## config.mk

```make
export PLATFORM = sky130hd
export DESIGN_NAME = psr_div
export DESIGN_NICKNAME = d
export VERILOG_FILES = /design/src/design/psr_div.sv
export SDC_FILE = /design/constraint.sdc
export NUM_CORES = 2
export LEC_CHECK = 0
export BUFFER_PORTS_ARGS = -buffer_cell sky130_fd_sc_hd__buf_2
export CORE_MARGIN = 2
export CORE_UTILIZATION = 46
export DETAILED_ROUTE_END_ITERATION = 7
export PLACE_DENSITY = 0.64
export SYNTH_ARGS = -nofsm -noshare
export SYNTH_HDL_FRONTEND = slang
export SYNTH_SLANG_ARGS = --single-unit
```

## constraint.sdc

```tcl
create_clock -name clk -period 3.3 [get_ports clk]
set_input_delay 0.66 -clock clk [delete_from_list [all_inputs] [get_ports clk]]
set_output_delay 0.66 -clock clk [all_outputs]
set_load 0.05 [all_outputs]
```

## src/design/psr_div.sv

```systemverilog
`default_nettype none

// Pipelined restoring divider, one quotient bit per stage.
// Quotient saturates to all ones when it would not fit in Q_W bits.
module psr_div #(
  parameter int NUM_W = 36,
  parameter int DEN_W = 19,
  parameter int Q_W   = 24
) (
  input  wire logic             clk,
  input  wire logic             en,
  input  wire logic [NUM_W-1:0] num,
  input  wire logic [DEN_W-1:0] den,
  output logic      [Q_W-1:0]   quo
);

  localparam int CW = (NUM_W > DEN_W + Q_W) ? NUM_W : DEN_W + Q_W;

  logic [CW-1:0]    rem_r [Q_W+1];
  logic [DEN_W-1:0] den_r [Q_W+1];
  logic [Q_W-1:0]   q_r   [Q_W+1];
  logic             sat_r [Q_W+1];

  // entry stage: overflow check against den * 2^Q_W
  always_ff @(posedge clk) begin
    if (en) begin
      rem_r[0] <= CW'(num);
      den_r[0] <= den;
      q_r[0]   <= '0;
      sat_r[0] <= (CW'(num) >= (CW'(den) << Q_W));
    end
  end

  generate
    for (genvar k = 1; k <= Q_W; k++) begin : g_stage
      localparam int BIT = Q_W - k;
      logic [CW-1:0] dsh;
      logic          take;

      assign dsh  = CW'(den_r[k-1]) << BIT;
      assign take = (rem_r[k-1] >= dsh);

      always_ff @(posedge clk) begin
        if (en) begin
          rem_r[k]      <= take ? rem_r[k-1] - dsh : rem_r[k-1];
          den_r[k]      <= den_r[k-1];
          sat_r[k]      <= sat_r[k-1];
          q_r[k]        <= q_r[k-1] | (Q_W'(take) << BIT);
        end
      end
    end
  endgenerate

  assign quo = sat_r[Q_W] ? '1 : q_r[Q_W];

endmodule

`default_nettype wire

```

## After elaboration in Yosys (flattened, before gate mapping)

Memories as Yosys holds them, arrays and structs flattened.
Index checks and enable logic that the tools add are counted.

| cells by class | value |
|---|---|
| add/sub/neg operators | 24 |
| magnitude comparators | 25 |
| mux-type cells | 27 |
| bitwise gates (word level) | 24 |

Operators by type and width:

| operator | count |
|---|---|
| $mux W43 | 24 |
| $ge A36 B43 Y1 | 1 |
| $ge A43 B19 Y1 | 1 |
| $ge A43 B20 Y1 | 1 |
| $ge A43 B21 Y1 | 1 |
| $ge A43 B22 Y1 | 1 |
| $ge A43 B23 Y1 | 1 |
| $ge A43 B24 Y1 | 1 |
| $ge A43 B25 Y1 | 1 |
| $ge A43 B26 Y1 | 1 |
| $ge A43 B27 Y1 | 1 |
| $ge A43 B28 Y1 | 1 |
| $ge A43 B29 Y1 | 1 |
| $ge A43 B30 Y1 | 1 |
| $ge A43 B31 Y1 | 1 |
| $ge A43 B32 Y1 | 1 |
| $ge A43 B33 Y1 | 1 |
| $ge A43 B34 Y1 | 1 |
| $ge A43 B35 Y1 | 1 |
| $ge A43 B36 Y1 | 1 |
| $ge A43 B37 Y1 | 1 |
| $ge A43 B38 Y1 | 1 |
| $ge A43 B39 Y1 | 1 |
| $ge A43 B40 Y1 | 1 |
| other kinds (52) | 53 |

| storage, ports and cells | value |
|---|---|
| bits in registers | 0 |
| memory bits (writable) | 2175 |
| bits of input ports | 57 |
| memories | 4 |

Memories:

| name | depth | width | read ports | clocked after Yosys merged registers in | write ports | line | RTL |
|---|---|---|---|---|---|---|---|
| rem_r | 25 | 43 | 24 | 0 | 25 | 19 | `logic [CW-1:0] rem_r [Q_W+1];` |
| q_r | 25 | 24 | 25 | 0 | 25 | 21 | `logic [Q_W-1:0] q_r [Q_W+1];` |
| den_r | 25 | 19 | 24 | 0 | 25 | 20 | `logic [DEN_W-1:0] den_r [Q_W+1];` |
| sat_r | 25 | 1 | 25 | 0 | 25 | 22 | `logic sat_r [Q_W+1];` |

## Depth between registers and ports, before layout

An unclocked memory read counts as a cell.

| logic depth | value |
|---|---|
| depth after elaboration | 3 |
| depth in mapped cells | 14 |
| gate-level depth less buffers | 13 |

## Worst setup path before layout

Ideal clock, no wire load.

| timing | value |
|---|---|
| path kind | reg2reg |
| from | mem rem_r[1][159] (netlist bit) |
| to | mem rem_r[1][208] (netlist bit) (data pin) |
| setup time | 271 ps |
| data arrival time | 3254 ps |
| setup slack | -226 ps |
| cell stages (with the launch flop) | 11 |
| buffers on the path | 1 |
| path through | edfxtp_1 > or4_4 > or4_4 > or4_1 > or4_4 > nor3_2 > and4b_4 > or4_1 > buf_6 > nor4_1 > xor2_1 |

RTL lines:

| element | line |
|---|---|
| start, declared | 19 |

==> reports/results.txt <==
Outcome: finished, violations left
Violated checks: negative setup slack
Primary FF master, synth: edfxtp_1
CP most frequent cell: or4_4
Largest family of logic cells by synthesized area: simple AND/OR/NAND/NOR gates
Final ANT Viol Nets: 0
Worst vdd ir: 0.588 mV
Complex-gate fraction of the synthesized area: 10.6%
Highest-count cells in the layout ignoring fill and taps: 1806 x edfxtp_1, 605 x inv_1, 534 x buf_4, 484 x a21oi_1, 470 x nor2_1
P_leak: 40.8 nW
Post-synthesis cell area: 88600 sq um
# DRC: 0
Post-route design area: 106000 sq um
Largest net degree at the start of global routing: 118
Rows: 161
Initial Util: 46.2%
Final hold violations: 0
GRT overflow: 0
Iteration count of the initial detailed-routing pass: 5
H-tree depth: 4
Yosys warns: 0
Number of synthesized flops with an enable pin: 1806
Worst-Skew Late Latency: 0.85 ns
RSZ-0062 raised after global routing: true
Upper clock frequency limit: 291 MHz
Die Y-Extent: 443 um
Number of global-route vias before repair: 57200
Nets: 8512
Initial drt markers: 4542
Slew margin rel.: 51.2%
Synth Area in XOR/XNOR: 5.85%
Post-Synth Adder-Cell Area: 7.04%
Arr. time, crit path: 4.03 ns
Final worst path period need: 3.43 ns
DP Wirelength: 152000 um
WP buf/inv: 0
Worst EP required: 3.90 ns
Post-Route WL: 207000 um
Fraction of registers with async set or reset after synthesis: 0%
Clk sink count: 1806
Worst R2R Path Depth: 8
Critical-path maximum fanout: 8
Worst Hold Class: in -> reg
Largest stage delay, worst path: 0.49 ns
Area delta synth->final: 19.3%
CP Class: reg -> reg
Synth area leader: edfxtp_1
GR Util All Layers: 20.5%
Die footprint: 196000 sq um
Sequential element share of the synthesized area: 61.2%
Clock root buffer: clkbuf_16
Clk slew on worst S/H paths: 0.05 ns
Critical Path End: rem_r[1][249]
Top cell type's share of synthesized area: 61.2%
I/O pins: 81
Post-DP Area: 96300 sq um
Core area: 192000 sq um
Cell family contributing the most delay on the critical path: simple AND/OR/NAND/NOR gates
Max-cap violations: 0
Share of layout cells above drive strength 1: 17.5%
Routed len/inst: 19.4 um
Post-synth cell types: 81
Post-synthesis simple-gate area fraction: 10.9%
Final Max Tran Viols: 0
Crit path depth: 8
First-pass GRT wire length: 320000 um
R2R setup slack: -0.13 ns
Crit Reg-Reg Startpoint: rem_r[1][203]
Routability cong.: 0.896
CTS tree: done
Crit-path cells: or3_1 > or4_4 > or4_4 > or4_4 > or3_4 > nor4b_4 > nor2b_1 > xor2_1
RR Endpoint: rem_r[1][249]
Die Width: 443 um
Crit end category: register
Top area cells in the synthesized netlist: edfxtp_1 61%, ha_1 6.5%, xnor2_1 3.1%, a21oi_1 2.9%, xor2_1 2.8%
PortBufs: 80
Period utilisation layout: 104%
Pwr dens: 774 nW/um^2
Most common cell after layout, fill and taps aside: edfxtp_1
Endpoints failing setup: 61
Crit path launch: rem_r[1][203]
CP max stage cell: or4_4
Antenna violations before repair: 5
Worst Skew: 0.0737 ns
Via count of the routed design: 58400
Syn_nets: 7702
CP Launch Type: register
Syn Inst Count: 7160
Synth Register Bits: 1806
Syn Area/Cell: 12.4 sq um
WHS: 0.269 ns
Slew @ Worst Pin: 0.726 ns
Cts bufs inserted: 191
Post-synthesis mux area share: 1.25%
Final WS setup: -0.131 ns
Via-to-Cell Ratio: 5.48
CTS Buffer Depth: 3
-- worst min-delay path by stage --
| stage | slack, ns | from | depth (start not counted) | endpoint |
|---|---|---|---|---|
| 6_report | 0.27 | en | 1 | rem_r[0][467] |
| 5_1_grt | 0.24 | en | 1 | rem_r[0][462] |
| 4_1_cts | 0.23 | en | 1 | rem_r[0][462] |
| 3_5_place_dp | 0.40 | q_r[0][116] | 0 | q_r[0][140] |
| 3_3_place_gp | 0.40 | q_r[0][140] | 0 | q_r[0][164] |
| 2_1_floorplan | 0.40 | q_r[0][93] | 0 | q_r[0][117] |
-- power by group --
group / leakage, nW / switching [mW] / internal (mW) / total (mW)
registers: 17.4 / 3.13 / 30.7 / 33.9
clock network: 3.04 / 9.14 / 12.3 / 21.5
logic: 20.3 / 14.3 / 12.2 / 26.5
total: 40.8 / 26.5 / 55.3 / 81.8
-- cell usage after synthesis, types with 108 or more instances --
library cell,instances
a21oi_1,506
nor3_1,175
nand3_1,120
nor4_1,141
nand2_1,452
edfxtp_1,1806
nor2_1,489
inv_1,612
clkbuf_1,108
o21ai_0,364
a21o_1,195
ha_1,462
xor2_1,283
xnor2_1,309
-- kinds of logic (layout without fill, tap and decap cells) --
kind of cell | after synthesis | after routing
AO/OA/AOI/OAI | 1515 | 1515
multiplexers | 99 | 99
flip-flops | 1806 | 1806
adder cells (fa/ha/maj) | 485 | 485
XOR/XNOR | 592 | 592
other | 0 | 1
buffers and inverters | 736 | 1701
AND/OR/NAND/NOR | 1927 | 1927
-- final cells by class --
cell class              count  area, sq um
diodes                      1         2.50
clock buffers             234         4940
inverters                 613         2310
well taps                2526         3160
flip-flops and latches   1806        54200
repair buffers            740         6300
multi-input cells        4618        33400
clock inverters           114         1400
fillers                 15800        86200
-- timing repair --
action | 4_1_cts | 5_1_grt
hold endpoints to repair | 55 | 0
pin swaps | 37 | 98
hold buffers | 55 | 0
endpoints found under the setup margin | 185 | 434
cloned | 5 | 8
setup buffers | 13 | 52
resized for setup | 99 | 311
-- state kept, by name, summed over array words and instances (netlist names) --
| name | cells |
|---|---|
| q_r | 300 |
| sat_r | 25 |
| rem_r | 1025 |
| den_r | 456 |
-- per-layer routing --
layer / wire, um / global-route usage [%] / vias up / part of all wire, %
met5: 13 / 0 / - / 0.0063
met4: 4790 / 5.11 / 2 / 2.3
met3: 8300 / 2.77 / 313 / 4.0
met2: 104000 / 35.8 / 1258 / 50
met1: 90100 / 27.1 / 28600 / 44
li1: - / - / 28200 / -
-- metrics by stage --
stage | instances | utilization (%) | TNS (ns) | total power [mW] | worst slack, ns
2_1_floorplan | 7160 | - | -0.589 | 50.2 | -0.101
3_3_place_gp | 10200 | 50.2 | -10.11 | 58.7 | -0.354
3_5_place_dp | 10200 | 50.2 | -13.45 | 59.1 | -0.335
4_1_cts | 10600 | 54.1 | -2.27 | 81.2 | -0.101
5_1_grt | 10700 | 55.1 | -10.16 | 86.5 | -0.204
6_report | 10700 | 55.1 | -3.20 | 81.8 | -0.131
Note: power is estimated with default switching activity, not from simulation.
